`src/rtl/assert_macros.svh`:
```
// Assertion macros shared by the sentence splitter RTL.
// Each macro samples on clk and is disabled while rst_n is low.
`ifndef ASSERT_MACROS_SVH
`define ASSERT_MACROS_SVH

// The expression holds at every clock edge.
`define ASSERT_ALWAYS(label, expr, msg) \
    label: assert property (@(posedge clk) disable iff (!rst_n) (expr)) else $error(msg);

// The consequent holds in the same cycle as the antecedent.
`define ASSERT_IMPLY(label, ante, cons, msg) \
    label: assert property (@(posedge clk) disable iff (!rst_n) (ante) |-> (cons)) else $error(msg);

// The consequent holds in the cycle after the antecedent.
`define ASSERT_NEXT(label, ante, cons, msg) \
    label: assert property (@(posedge clk) disable iff (!rst_n) (ante) |=> (cons)) else $error(msg);

`endif

```
`src/rtl/splt_pkg.sv`:
```
// Shared types and constants of the punctuation sentence splitter.
// Used by splt_front, splt_back and the top level; depends on nothing.
`default_nettype none

package splt_pkg;

    localparam logic KIND_TEXT  = 1'b0;
    localparam logic KIND_ENTRY = 1'b1;

    localparam logic [7:0] CHAR_COMMA  = 8'h2C;
    localparam logic [7:0] CHAR_PERIOD = 8'h2E;
    localparam logic [7:0] CHAR_ZERO   = 8'h30;
    localparam logic [7:0] CHAR_NINE   = 8'h39;

    // Table entries per OR group in the match reduction.
    localparam int GROUP_SIZE = 16;

    // Field positions inside the input tdata word.
    localparam int TEXT_LSB   = 0;
    localparam int INDEX_LSB  = 8;
    localparam int FIRST_LSB  = 15;
    localparam int SECOND_LSB = 23;
    localparam int TWO_BIT    = 31;
    localparam int IN_DATA_W  = 32;

    typedef struct packed {
        logic       two_byte;
        logic [7:0] second;
        logic [7:0] first;
    } entry_t;

    typedef struct packed {
        logic [7:0] data;
        logic       last;
        logic       single_hit;
        logic       pair_hit;
    } text_item_t;

    typedef struct packed {
        logic [7:0] data;
        logic       seg_end;
        logic       line_end;
    } out_item_t;

    typedef enum logic [1:0] {
        HELD_NONE,
        HELD_LEAD,
        HELD_PUNCT
    } held_state_t;

endpackage

`default_nettype wire

```
`src/rtl/splt_fifo.sv`:
```
// Small synchronous FIFO that decouples the classifier from the sequencer.
// Generic width; DEPTH must be a power of two. No package dependency.
`default_nettype none
`include "assert_macros.svh"

module splt_fifo #(
    parameter int WIDTH = 11,
    parameter int DEPTH = 4,
    localparam int CNT_W = $clog2(DEPTH + 1)
) (
    input  wire logic             clk,
    input  wire logic             rst_n,
    input  wire logic             push,
    input  wire logic [WIDTH-1:0] push_data,
    input  wire logic             pop,
    output logic      [WIDTH-1:0] pop_data,
    output logic                  empty,
    output logic      [CNT_W-1:0] count
);

    localparam int PTR_W = (DEPTH > 1) ? $clog2(DEPTH) : 1;

    logic [WIDTH-1:0] mem_reg [DEPTH];
    logic [PTR_W-1:0] wr_ptr_reg;
    logic [PTR_W-1:0] wr_ptr_next;
    logic [PTR_W-1:0] rd_ptr_reg;
    logic [PTR_W-1:0] rd_ptr_next;
    logic [CNT_W-1:0] count_reg;
    logic [CNT_W-1:0] count_next;

    always_comb
    begin
        wr_ptr_next = push ? wr_ptr_reg + PTR_W'(1) : wr_ptr_reg;
        rd_ptr_next = pop ? rd_ptr_reg + PTR_W'(1) : rd_ptr_reg;
        count_next  = count_reg + CNT_W'(push) - CNT_W'(pop);
    end

    always_ff @(posedge clk or negedge rst_n)
    begin
        if (!rst_n)
        begin
            wr_ptr_reg <= '0;
            rd_ptr_reg <= '0;
            count_reg  <= '0;
        end
        else
        begin
            wr_ptr_reg <= wr_ptr_next;
            rd_ptr_reg <= rd_ptr_next;
            count_reg  <= count_next;
        end
    end

    always_ff @(posedge clk)
    begin
        if (push)
        begin
            mem_reg[wr_ptr_reg] <= push_data;
        end
    end

    assign pop_data = mem_reg[rd_ptr_reg];
    assign empty    = (count_reg == '0);
    assign count    = count_reg;

    `ASSERT_IMPLY(a_no_overflow, push && !pop, count_reg < CNT_W'(DEPTH), "FIFO push while full")
    `ASSERT_IMPLY(a_no_underflow, pop, !empty, "FIFO pop while empty")
    `ASSERT_ALWAYS(a_count_bound, count_reg <= CNT_W'(DEPTH), "FIFO count out of range")

endmodule

`default_nettype wire

```
`src/rtl/splt_front.sv`:
```
// Front end: accepts stream transfers, holds the punctuation table and the entry
// count, and matches each text byte against all active entries. Depends on splt_pkg.
`default_nettype none

module splt_front
    import splt_pkg::*;
#(
    parameter int TABLE_DEPTH = 128,
    parameter int QUEUE_DEPTH = 4,
    localparam int CNT_W = $clog2(QUEUE_DEPTH + 1)
) (
    input  wire logic                 clk,
    input  wire logic                 rst_n,
    input  wire logic                 s_axis_tvalid,
    output logic                      s_axis_tready,
    input  wire logic [IN_DATA_W-1:0] s_axis_tdata,
    input  wire logic [0:0]           s_axis_tuser,
    input  wire logic                 s_axis_tlast,
    input  wire logic                 cfg_wr_en,
    input  wire logic [7:0]           cfg_wr_data,
    input  wire logic [CNT_W-1:0]     q_count,
    output logic                      q_push,
    output text_item_t                q_push_data
);

    localparam int NUM_GROUPS = (TABLE_DEPTH + GROUP_SIZE - 1) / GROUP_SIZE;
    localparam int PAD_DEPTH  = NUM_GROUPS * GROUP_SIZE;

    logic                  text_acc;
    logic                  entry_acc;
    logic [7:0]            in_byte;
    logic [8:0]            wr_index;
    entry_t                wr_entry;
    logic [7:0]            count_reg;
    logic [7:0]            prev_byte_reg;
    entry_t                entry_reg [TABLE_DEPTH];
    logic [PAD_DEPTH-1:0]  hit_single;
    logic [PAD_DEPTH-1:0]  hit_pair;
    logic [NUM_GROUPS-1:0] grp_single;
    logic [NUM_GROUPS-1:0] grp_pair;
    logic                  s1_valid_reg;
    logic [7:0]            s1_data_reg;
    logic                  s1_last_reg;
    logic [NUM_GROUPS-1:0] s1_single_reg;
    logic [NUM_GROUPS-1:0] s1_pair_reg;

    // Credit check: room for what sits in the queue and in the match stage.
    assign s_axis_tready = ({1'b0, q_count} + (CNT_W + 1)'(s1_valid_reg))
                           < (CNT_W + 1)'(QUEUE_DEPTH);

    assign text_acc  = s_axis_tvalid && s_axis_tready && (s_axis_tuser[0] == KIND_TEXT);
    assign entry_acc = s_axis_tvalid && s_axis_tready && (s_axis_tuser[0] == KIND_ENTRY);
    assign in_byte   = s_axis_tdata[TEXT_LSB +: 8];
    assign wr_index  = {2'b00, s_axis_tdata[INDEX_LSB +: 7]};

    assign wr_entry.first    = s_axis_tdata[FIRST_LSB +: 8];
    assign wr_entry.second   = s_axis_tdata[SECOND_LSB +: 8];
    assign wr_entry.two_byte = s_axis_tdata[TWO_BIT];

    always_ff @(posedge clk or negedge rst_n)
    begin
        if (!rst_n)
        begin
            count_reg <= '0;
        end
        else if (cfg_wr_en)
        begin
            count_reg <= cfg_wr_data;
        end
    end

    always_ff @(posedge clk)
    begin
        if (text_acc)
        begin
            prev_byte_reg <= in_byte;
        end
    end

    for (genvar k = 0; k < PAD_DEPTH; k++)
    begin : g_entry
        if (k < TABLE_DEPTH)
        begin : g_real
            logic active;

            always_ff @(posedge clk)
            begin
                if (entry_acc && (wr_index == 9'(k)))
                begin
                    entry_reg[k] <= wr_entry;
                end
            end

            assign active        = 9'(k) < {1'b0, count_reg};
            assign hit_single[k] = active && !entry_reg[k].two_byte
                                   && (entry_reg[k].first == in_byte);
            assign hit_pair[k]   = active && entry_reg[k].two_byte
                                   && (entry_reg[k].first == prev_byte_reg)
                                   && (entry_reg[k].second == in_byte);
        end
        else
        begin : g_pad
            assign hit_single[k] = 1'b0;
            assign hit_pair[k]   = 1'b0;
        end
    end

    for (genvar g = 0; g < NUM_GROUPS; g++)
    begin : g_group
        assign grp_single[g] = |hit_single[g * GROUP_SIZE +: GROUP_SIZE];
        assign grp_pair[g]   = |hit_pair[g * GROUP_SIZE +: GROUP_SIZE];
    end

    always_ff @(posedge clk or negedge rst_n)
    begin
        if (!rst_n)
        begin
            s1_valid_reg <= 1'b0;
        end
        else
        begin
            s1_valid_reg <= text_acc;
        end
    end

    always_ff @(posedge clk)
    begin
        if (text_acc)
        begin
            s1_data_reg   <= in_byte;
            s1_last_reg   <= s_axis_tlast;
            s1_single_reg <= grp_single;
            s1_pair_reg   <= grp_pair;
        end
    end

    assign q_push                 = s1_valid_reg;
    assign q_push_data.data       = s1_data_reg;
    assign q_push_data.last       = s1_last_reg;
    assign q_push_data.single_hit = |s1_single_reg;
    assign q_push_data.pair_hit   = |s1_pair_reg;

endmodule

`default_nettype wire

```
`src/rtl/splt_back.sv`:
```
// Back end: holds back lead bytes and matched commas or periods, decides the
// segment ends and buffers results for the output stream. Depends on splt_pkg.
`default_nettype none
`include "assert_macros.svh"

module splt_back
    import splt_pkg::*;
(
    input  wire logic        clk,
    input  wire logic        rst_n,
    input  wire logic        q_empty,
    output logic             q_pop,
    input  text_item_t       q_data,
    output logic             m_axis_tvalid,
    input  wire logic        m_axis_tready,
    output logic [7:0]       m_axis_tdata,
    output logic [0:0]       m_axis_tuser,
    output logic             m_axis_tlast
);

    localparam int OUT_DEPTH = 4;
    localparam int OUT_PTR_W = $clog2(OUT_DEPTH);
    localparam int OUT_CNT_W = $clog2(OUT_DEPTH + 1);

    held_state_t          held_reg;
    held_state_t          held_next;
    logic [7:0]           held_byte_reg;
    logic [7:0]           held_byte_next;
    out_item_t            out_buf_reg [OUT_DEPTH];
    logic [OUT_PTR_W-1:0] out_wr_ptr_reg;
    logic [OUT_PTR_W-1:0] out_rd_ptr_reg;
    logic [OUT_CNT_W-1:0] out_count_reg;
    logic [OUT_CNT_W-1:0] out_count_next;
    logic                 drain;
    logic                 is_digit;
    logic                 is_punct;
    logic                 is_lead;
    logic                 own_emit;
    out_item_t            own_res;
    out_item_t            res0;
    out_item_t            res1;
    logic [1:0]           res_cnt;

    assign q_pop = !q_empty && (out_count_reg <= OUT_CNT_W'(OUT_DEPTH - 2));
    assign drain = m_axis_tvalid && m_axis_tready;

    assign is_digit = (q_data.data >= CHAR_ZERO) && (q_data.data <= CHAR_NINE);
    assign is_punct = (q_data.data == CHAR_COMMA) || (q_data.data == CHAR_PERIOD);
    assign is_lead  = q_data.data[7];
    assign own_emit = q_data.last || (!is_lead && !(q_data.single_hit && is_punct));

    assign own_res.data     = q_data.data;
    assign own_res.seg_end  = q_data.last || q_data.single_hit;
    assign own_res.line_end = q_data.last;

    // Next state of the held character.
    always_comb
    begin
        held_next      = held_reg;
        held_byte_next = held_byte_reg;
        if (q_pop)
        begin
            unique case (held_reg) inside
                HELD_LEAD:
                begin
                    held_next = HELD_NONE;
                end
                HELD_NONE, HELD_PUNCT:
                begin
                    held_byte_next = q_data.data;
                    if (!q_data.last && is_lead)
                    begin
                        held_next = HELD_LEAD;
                    end
                    else if (!q_data.last && q_data.single_hit && is_punct)
                    begin
                        held_next = HELD_PUNCT;
                    end
                    else
                    begin
                        held_next = HELD_NONE;
                    end
                end
                default:
                begin
                    held_next = HELD_NONE;
                end
            endcase
        end
    end

    // Results produced by the item taken from the queue.
    always_comb
    begin
        res0    = own_res;
        res1    = own_res;
        res_cnt = 2'd0;
        unique case (held_reg) inside
            HELD_LEAD:
            begin
                res0.data     = held_byte_reg;
                res0.seg_end  = 1'b0;
                res0.line_end = 1'b0;
                res1.seg_end  = q_data.pair_hit || q_data.last;
                res_cnt       = 2'd2;
            end
            HELD_PUNCT:
            begin
                res0.data     = held_byte_reg;
                res0.seg_end  = !is_digit;
                res0.line_end = 1'b0;
                res_cnt       = own_emit ? 2'd2 : 2'd1;
            end
            HELD_NONE:
            begin
                res_cnt = own_emit ? 2'd1 : 2'd0;
            end
            default:
            begin
                res_cnt = own_emit ? 2'd1 : 2'd0;
            end
        endcase
    end

    always_ff @(posedge clk or negedge rst_n)
    begin
        if (!rst_n)
        begin
            held_reg <= HELD_NONE;
        end
        else
        begin
            held_reg <= held_next;
        end
    end

    always_ff @(posedge clk)
    begin
        held_byte_reg <= held_byte_next;
    end

    assign out_count_next = out_count_reg
                            + (q_pop ? OUT_CNT_W'(res_cnt) : OUT_CNT_W'(0))
                            - OUT_CNT_W'(drain);

    always_ff @(posedge clk or negedge rst_n)
    begin
        if (!rst_n)
        begin
            out_wr_ptr_reg <= '0;
            out_rd_ptr_reg <= '0;
            out_count_reg  <= '0;
        end
        else
        begin
            if (q_pop)
            begin
                out_wr_ptr_reg <= out_wr_ptr_reg + OUT_PTR_W'(res_cnt);
            end
            if (drain)
            begin
                out_rd_ptr_reg <= out_rd_ptr_reg + OUT_PTR_W'(1);
            end
            out_count_reg <= out_count_next;
        end
    end

    always_ff @(posedge clk)
    begin
        if (q_pop && (res_cnt != 2'd0))
        begin
            out_buf_reg[out_wr_ptr_reg] <= res0;
        end
        if (q_pop && (res_cnt == 2'd2))
        begin
            out_buf_reg[out_wr_ptr_reg + OUT_PTR_W'(1)] <= res1;
        end
    end

    assign m_axis_tvalid   = (out_count_reg != '0);
    assign m_axis_tdata    = out_buf_reg[out_rd_ptr_reg].data;
    assign m_axis_tuser[0] = out_buf_reg[out_rd_ptr_reg].seg_end;
    assign m_axis_tlast    = out_buf_reg[out_rd_ptr_reg].line_end;

    `ASSERT_ALWAYS(a_out_bound, out_count_reg <= OUT_CNT_W'(OUT_DEPTH), "Output buffer overrun")
    `ASSERT_IMPLY(a_pop_room, q_pop, out_count_reg <= OUT_CNT_W'(OUT_DEPTH - 2), "Pop without room for two results")
    `ASSERT_NEXT(a_lead_done, q_pop && (held_reg == HELD_LEAD), held_reg == HELD_NONE, "Lead byte still held after its second byte")

endmodule

`default_nettype wire

```
`src/rtl/punctuation_sentence_splitter.sv`:
```
// A text byte that needs no lookahead is registered in the match stage and the queue, and
// the output buffer offers it on m_axis; a held lead, comma or period byte leaves together
// with the following byte. Throughput: one input transfer per cycle while m_axis_tready is
// high, set by the fully parallel table match and the two-result output buffer. A table
// write takes effect for the very next text byte. Reset clears entry_count, the held
// character and both queues; table contents stay undefined until written.
`default_nettype none

module punctuation_sentence_splitter
    import splt_pkg::*;
#(
    parameter int TABLE_DEPTH = 128,
    parameter int QUEUE_DEPTH = 4
) (
    input  wire logic                 clk,
    input  wire logic                 rst_n,
    input  wire logic                 s_axis_tvalid,
    output logic                      s_axis_tready,
    // text_byte[7:0], entry_index[14:8], entry_first[22:15], entry_second[30:23],
    // entry_two_byte[31]
    input  wire logic [IN_DATA_W-1:0] s_axis_tdata,
    // kind[0]
    input  wire logic [0:0]           s_axis_tuser,
    input  wire logic                 s_axis_tlast,
    output logic                      m_axis_tvalid,
    input  wire logic                 m_axis_tready,
    // out_byte[7:0]
    output logic [7:0]                m_axis_tdata,
    // segment_end[0]
    output logic [0:0]                m_axis_tuser,
    output logic                      m_axis_tlast,
    input  wire logic                 cfg_wr_en,
    input  wire logic [7:0]           cfg_wr_data
);

    localparam int CNT_W  = $clog2(QUEUE_DEPTH + 1);
    localparam int ITEM_W = $bits(text_item_t);

    logic             q_push;
    text_item_t       q_push_data;
    logic             q_pop;
    logic [ITEM_W-1:0] q_pop_bits;
    text_item_t       q_pop_data;
    logic             q_empty;
    logic [CNT_W-1:0] q_count;

    splt_front #(
        .TABLE_DEPTH (TABLE_DEPTH),
        .QUEUE_DEPTH (QUEUE_DEPTH)
    ) u_front (
        .clk           (clk),
        .rst_n         (rst_n),
        .s_axis_tvalid (s_axis_tvalid),
        .s_axis_tready (s_axis_tready),
        .s_axis_tdata  (s_axis_tdata),
        .s_axis_tuser  (s_axis_tuser),
        .s_axis_tlast  (s_axis_tlast),
        .cfg_wr_en     (cfg_wr_en),
        .cfg_wr_data   (cfg_wr_data),
        .q_count       (q_count),
        .q_push        (q_push),
        .q_push_data   (q_push_data)
    );

    splt_fifo #(
        .WIDTH (ITEM_W),
        .DEPTH (QUEUE_DEPTH)
    ) u_queue (
        .clk       (clk),
        .rst_n     (rst_n),
        .push      (q_push),
        .push_data (q_push_data),
        .pop       (q_pop),
        .pop_data  (q_pop_bits),
        .empty     (q_empty),
        .count     (q_count)
    );

    assign q_pop_data = text_item_t'(q_pop_bits);

    splt_back u_back (
        .clk           (clk),
        .rst_n         (rst_n),
        .q_empty       (q_empty),
        .q_pop         (q_pop),
        .q_data        (q_pop_data),
        .m_axis_tvalid (m_axis_tvalid),
        .m_axis_tready (m_axis_tready),
        .m_axis_tdata  (m_axis_tdata),
        .m_axis_tuser  (m_axis_tuser),
        .m_axis_tlast  (m_axis_tlast)
    );

endmodule

`default_nettype wire

```
`config.mk`:
```
export PLATFORM = sky130hd
export DESIGN_NAME = punctuation_sentence_splitter
export DESIGN_NICKNAME = d
export VERILOG_FILES = /design/src/rtl/splt_pkg.sv /design/src/rtl/splt_fifo.sv /design/src/rtl/splt_front.sv /design/src/rtl/splt_back.sv /design/src/rtl/punctuation_sentence_splitter.sv
export VERILOG_INCLUDE_DIRS = /design/src /design/src/rtl
export SDC_FILE = /design/constraint.sdc
export NUM_CORES = 2
export LEC_CHECK = 0
export BUFFER_PORTS_ARGS = -buffer_cell sky130_fd_sc_hd__buf_4
export CORE_ASPECT_RATIO = 1.1
export CORE_MARGIN = 2
export CORE_UTILIZATION = 40
export DETAILED_ROUTE_END_ITERATION = 12
export HOLD_SLACK_MARGIN = 0.05
export PLACE_DENSITY_LB_ADDON = 0.1
export SETUP_SLACK_MARGIN = 0.05
export SLEW_MARGIN = 10
export SYNTH_ARGS = -nofsm -noshare
export SYNTH_HDL_FRONTEND = slang
export SYNTH_HIERARCHICAL = 1
export SYNTH_SLANG_ARGS = --single-unit
```
`constraint.sdc`:
```
create_clock -name clk -period 3.08 [get_ports clk]
set_input_delay 0.154 -clock clk [delete_from_list [all_inputs] [get_ports clk]]
set_output_delay 0.154 -clock clk [all_outputs]
set_load 0.05 [all_outputs]
```
==> impl_metrics.xml <==
<?xml version="1.0" encoding="UTF-8"?>
<metrics>
  <group name="timing">
    <metric name="worst_slew_margin_rel" unit="%">25.6</metric>
    <metric name="final-max-slew-violation-count" unit="">0</metric>
    <metric name="grt_setup_unrepaired" unit="">yes</metric>
    <metric name="skew" unit="ns">0.0391</metric>
    <metric name="fin_crit" unit="ns">3.19</metric>
    <metric name="final-setup-viol-count" unit="">1</metric>
    <metric name="final_critical_path_setup_slack" unit="ns">-0.109</metric>
    <metric name="fmax" unit="GHz">0.314</metric>
    <metric name="hold_viol_final" unit="">0</metric>
    <metric name="max_slew.worst_pin.slew" unit="ns">1.10</metric>
    <metric name="period_share" unit="%">104</metric>
  </group>
  <group name="hold_path">
    <metric name="holdCritPathClass" unit="">input pin to register</metric>
  </group>
  <group name="clocking">
    <metric name="sinks_on_the_clock_net" unit="">2318</metric>
    <metric name="cts_root_buf" unit="">sky130_fd_sc_hd__clkbuf_16</metric>
    <metric name="cts_buf_count" unit="">269</metric>
    <metric name="clkSlewWorstSetupHoldPaths" unit="ns">0.06</metric>
    <metric name="cts_tree" unit="">done</metric>
    <metric name="cts_max_path_bufs" unit="">4</metric>
    <metric name="htree_num_levels" unit="">5</metric>
    <metric name="insertion_delay" unit="ns">0.88</metric>
  </group>
  <group name="power">
    <metric name="power.static_leakage" unit="nW">40.4</metric>
    <metric name="power_density" unit="mW/mm^2">597</metric>
    <metric name="report.power.total" unit="mW">77.0</metric>
    <metric name="vdd.ir_drop.worst" unit="mV">0.445</metric>
  </group>
  <group name="yosys">
    <metric name="synth-edff-count" unit="">2293</metric>
    <metric name="synth_seq_area_share" unit="%">63.1</metric>
    <metric name="post_synth_num_cell_types" unit="">81</metric>
    <metric name="postSynthAreaPerCell" unit="um^2">14.5</metric>
    <metric name="post_synth_inst_count" unit="">7604</metric>
    <metric name="synth_warnings" unit="">6</metric>
    <metric name="mappedNetlistArea" unit="mm^2">0.110</metric>
    <metric name="syn-num-nets" unit="">7666</metric>
    <metric name="synth.top_cell.area_share" unit="%">62.5</metric>
    <metric name="synth_area_leader_cell" unit="">sky130_fd_sc_hd__edfxtp_1</metric>
    <metric name="ys_async_sr_fraction" unit="%">1.08</metric>
    <metric name="synthFlopType" unit="">sky130_fd_sc_hd__edfxtp_1</metric>
    <metric name="post_synth_main_area_contributors" unit="">sky130_fd_sc_hd__edfxtp_1 (63%), sky130_fd_sc_hd__xnor2_1 (16%), sky130_fd_sc_hd__xor2_1 (8.9%)</metric>
    <metric name="synth-seq-cells" unit="">2318</metric>
  </group>
  <group name="finish">
    <metric name="syn2layout_area_growth" unit="%">17.1</metric>
    <metric name="layout.core_utilization" unit="%">47.0</metric>
    <metric name="leading_cell_types_in_the_layout_fill_and_taps_excluded" unit="">sky130_fd_sc_hd__edfxtp_1 (2,293), sky130_fd_sc_hd__xnor2_1 (1,955), sky130_fd_sc_hd__xor2_1 (1,123)</metric>
    <metric name="nFillCells" unit="">24400</metric>
    <metric name="layout.cells.most_common" unit="">sky130_fd_sc_hd__edfxtp_1</metric>
    <metric name="multi_input_comb_area" unit="mm^2">0.0384</metric>
    <metric name="finalNetCount" unit="">8333</metric>
    <metric name="layout-drive-gt1-share" unit="%">14.3</metric>
    <metric name="final_cell_count_no_fill" unit="">12200</metric>
    <metric name="largest_reg_flops" unit="">2176</metric>
    <metric name="area.sequential" unit="mm^2">0.0695</metric>
    <metric name="final_cell_area" unit="mm^2">0.129</metric>
  </group>
  <group name="critical_path">
    <metric name="cp-end-kind" unit="">register</metric>
    <metric name="worst_ep_required_time" unit="ns">3.82</metric>
    <metric name="criticalPathCategory" unit="">register to register</metric>
    <metric name="critPathMaxFanout" unit="">6</metric>
    <metric name="r2r_setup_slack" unit="ns">-0.11</metric>
    <metric name="cp-start-kind" unit="">register</metric>
    <metric name="worstPathArrival" unit="ns">3.93</metric>
  </group>
  <group name="routing">
    <metric name="topRoutingLayerUsed" unit="">met5</metric>
    <metric name="finalWirelength" unit="um">390000</metric>
    <metric name="route.detailed.wl_per_inst" unit="um">32.1</metric>
    <metric name="total_drc_errors_in_the_routed_layout" unit="">0</metric>
    <metric name="detailroute.via_count" unit="">67900</metric>
    <metric name="drtAntennaViolNets" unit="">0</metric>
    <metric name="met2_length" unit="um">188000</metric>
    <metric name="dr.first_iter.drc_count" unit="">6973</metric>
    <metric name="drt_pass1_iterations" unit="">5</metric>
    <metric name="wl_met3" unit="um">23200</metric>
    <metric name="viasPerCell" unit="">5.58</metric>
    <metric name="wl_met1" unit="um">169000</metric>
  </group>
  <group name="status">
    <metric name="failed_checks" unit="">setup timing</metric>
    <metric name="run_status" unit="">complete, but fails checks</metric>
  </group>
  <group name="placed_design">
    <metric name="buffer_ports.inserted" unit="">58</metric>
    <metric name="gp_congestion" unit="">0.835</metric>
    <metric name="dp_hpwl" unit="um">234000</metric>
    <metric name="post-place-ws" unit="ns">-0.279</metric>
    <metric name="detailed_place.area" unit="mm^2">0.120</metric>
    <metric name="place_inst" unit="">11600</metric>
  </group>
  <group name="global_routing">
    <metric name="grt_util_all_layers" unit="%">27.4</metric>
    <metric name="grt_start_max_net_pins" unit="">54</metric>
    <metric name="globalRouteOverflowTotal" unit="">0</metric>
    <metric name="grt_pass1_wl" unit="um">544000</metric>
    <metric name="vias_in_the_first_global_route" unit="">69000</metric>
    <metric name="grt_antenna_before_repair" unit="">38</metric>
  </group>
  <group name="floorplan">
    <metric name="dieArea" unit="mm^2">0.279</metric>
    <metric name="floorplan.rows" unit="">202</metric>
    <metric name="die_w" unit="um">504</metric>
    <metric name="floorplan.initialDensity" unit="%">40.1</metric>
    <metric name="core_region_area" unit="mm^2">0.274</metric>
    <metric name="io-pin-count" unit="">59</metric>
    <metric name="die_height" unit="um">554</metric>
  </group>
  <group name="run">
    <metric name="max_cap_violations" unit="">0</metric>
  </group>
</metrics>
==> cell usage after synthesis (all sizes together) (3+ instances only) <==
cell	count
buf	364
mux2	39
nor4b	6
a22o	8
nor3	100
o21bai	6
a21oi	50
o21a	5
a21o	4
o21ai	32
inv	20
a211oi	6
a2111oi	20
nand2	89
xor2	1123
nor2	177
mux4	21
nand4	542
dfrtp	25
mux2i	6
and2	7
nand3b	4
and3	3
clkbuf	34
or2	4
nand2b	4
xnor2	1956
ha	13
or3	6
or4	23
o41ai	18
o22ai	5
nor4	394
nand4b	4
edfxtp	2293
a41oi	3
a31oi	13
nor2b	3
nand3	145
==> timing repair <==
item | in CTS | in global routing
hold buffers | 48 | 0
resized for setup | 10 | 8
endpoints found under the setup margin | 20 | 36
setup buffers | 10 | 3
cloned | 1 | 0
pin swaps | 6 | 10
endpoints found under the hold margin | 612 | 0
==> per-layer routing <==
layer  global-route usage (%)  vias to the layer above
met3                     3.10                      499
met2                     45.5                     2406
met5                        0                        -
met4                     7.12                        2
li1                         -                    29100
met1                     38.1                    35800
==> logic make-up (layout without fill, tap and decap cells) <==
kind of cell	after synthesis	count (layout)	synth area share, %
compound gates	189	189	1.20
xor+xnor	3079	3079	24.5
fa+ha+maj	15	15	0.184
buf+inv	421	1285	2.20
flops	2318	2318	63.1
mux	66	66	0.941
other cells	0	11	0
simple gates	1516	1516	7.89
==> metrics by stage <==
step	setup TNS, ns	hold slack, ns
global placement	-1.43	0.110
detailed placement	-1.15	0.119
finish	-0.109	0.0209
CTS	-0.308	0.0505
floorplan	-0.157	-0.142
global route	-0.339	0.0532
==> final timing paths <==
kind                                              startpoint                                    to  cells past startpoint
setup / recovery           u_queue/rd_ptr_reg[0]$_DFFE_PN0P_     u_back/out_count_reg[2]$_DFF_PN0_                     12
hold / removal                              s_axis_tdata[18]   u_front/entry_reg[1][479]$_DFFE_PP_                      1
setup reg to reg           u_queue/rd_ptr_reg[0]$_DFFE_PN0P_     u_back/out_count_reg[2]$_DFF_PN0_                     12
hold reg to reg            u_back/out_count_reg[2]$_DFF_PN0_     u_back/out_count_reg[2]$_DFF_PN0_                      1
max in group asynchronous                              rst_n      u_front/count_reg[7]$_DFFE_PN0P_                      4
min in group asynchronous                              rst_n  u_back/out_rd_ptr_reg[1]$_DFFE_PN0P_                      4
==> critical path: stages, from the launching register on <==
cell	delay (ns)
sky130_fd_sc_hd__dfrtp_2	0.38
sky130_fd_sc_hd__buf_8	0.14
sky130_fd_sc_hd__mux4_2	0.54
sky130_fd_sc_hd__nor4b_4	0.36
sky130_fd_sc_hd__a41oi_4	0.17
sky130_fd_sc_hd__mux2i_2	0.23
sky130_fd_sc_hd__nand2_1	0.10
sky130_fd_sc_hd__ha_1	0.31
sky130_fd_sc_hd__inv_1	0.04
sky130_fd_sc_hd__ha_2	0.16
sky130_fd_sc_hd__fa_2	0.36
sky130_fd_sc_hd__xnor2_2	0.15
sky130_fd_sc_hd__xnor2_1	0.12
==> report_power, final <==
| part | internal (mW) | switching (mW) | leakage [nW] |
|---|---|---|---|
| sequential | 35.3 | 0.338 | 20.9 |
| combinational | 3.99 | 6.59 | 15.5 |
| clock | 17.7 | 13.1 | 4.02 |
==> cell type report <==
| class | count | share of cell area, % |
|---|---|---|
| clock inverters | 127 | 0.796 |
| well taps | 3672 | 3.56 |
| inverters | 21 | 0.0611 |
| clock buffers | 341 | 5.58 |
| flip-flops and latches | 2318 | 53.9 |
| repair buffers | 796 | 6.37 |
| multi-input cells | 4865 | 29.7 |
| diodes | 11 | 0.0213 |
Note: power is estimated with default switching activity, not from simulation.
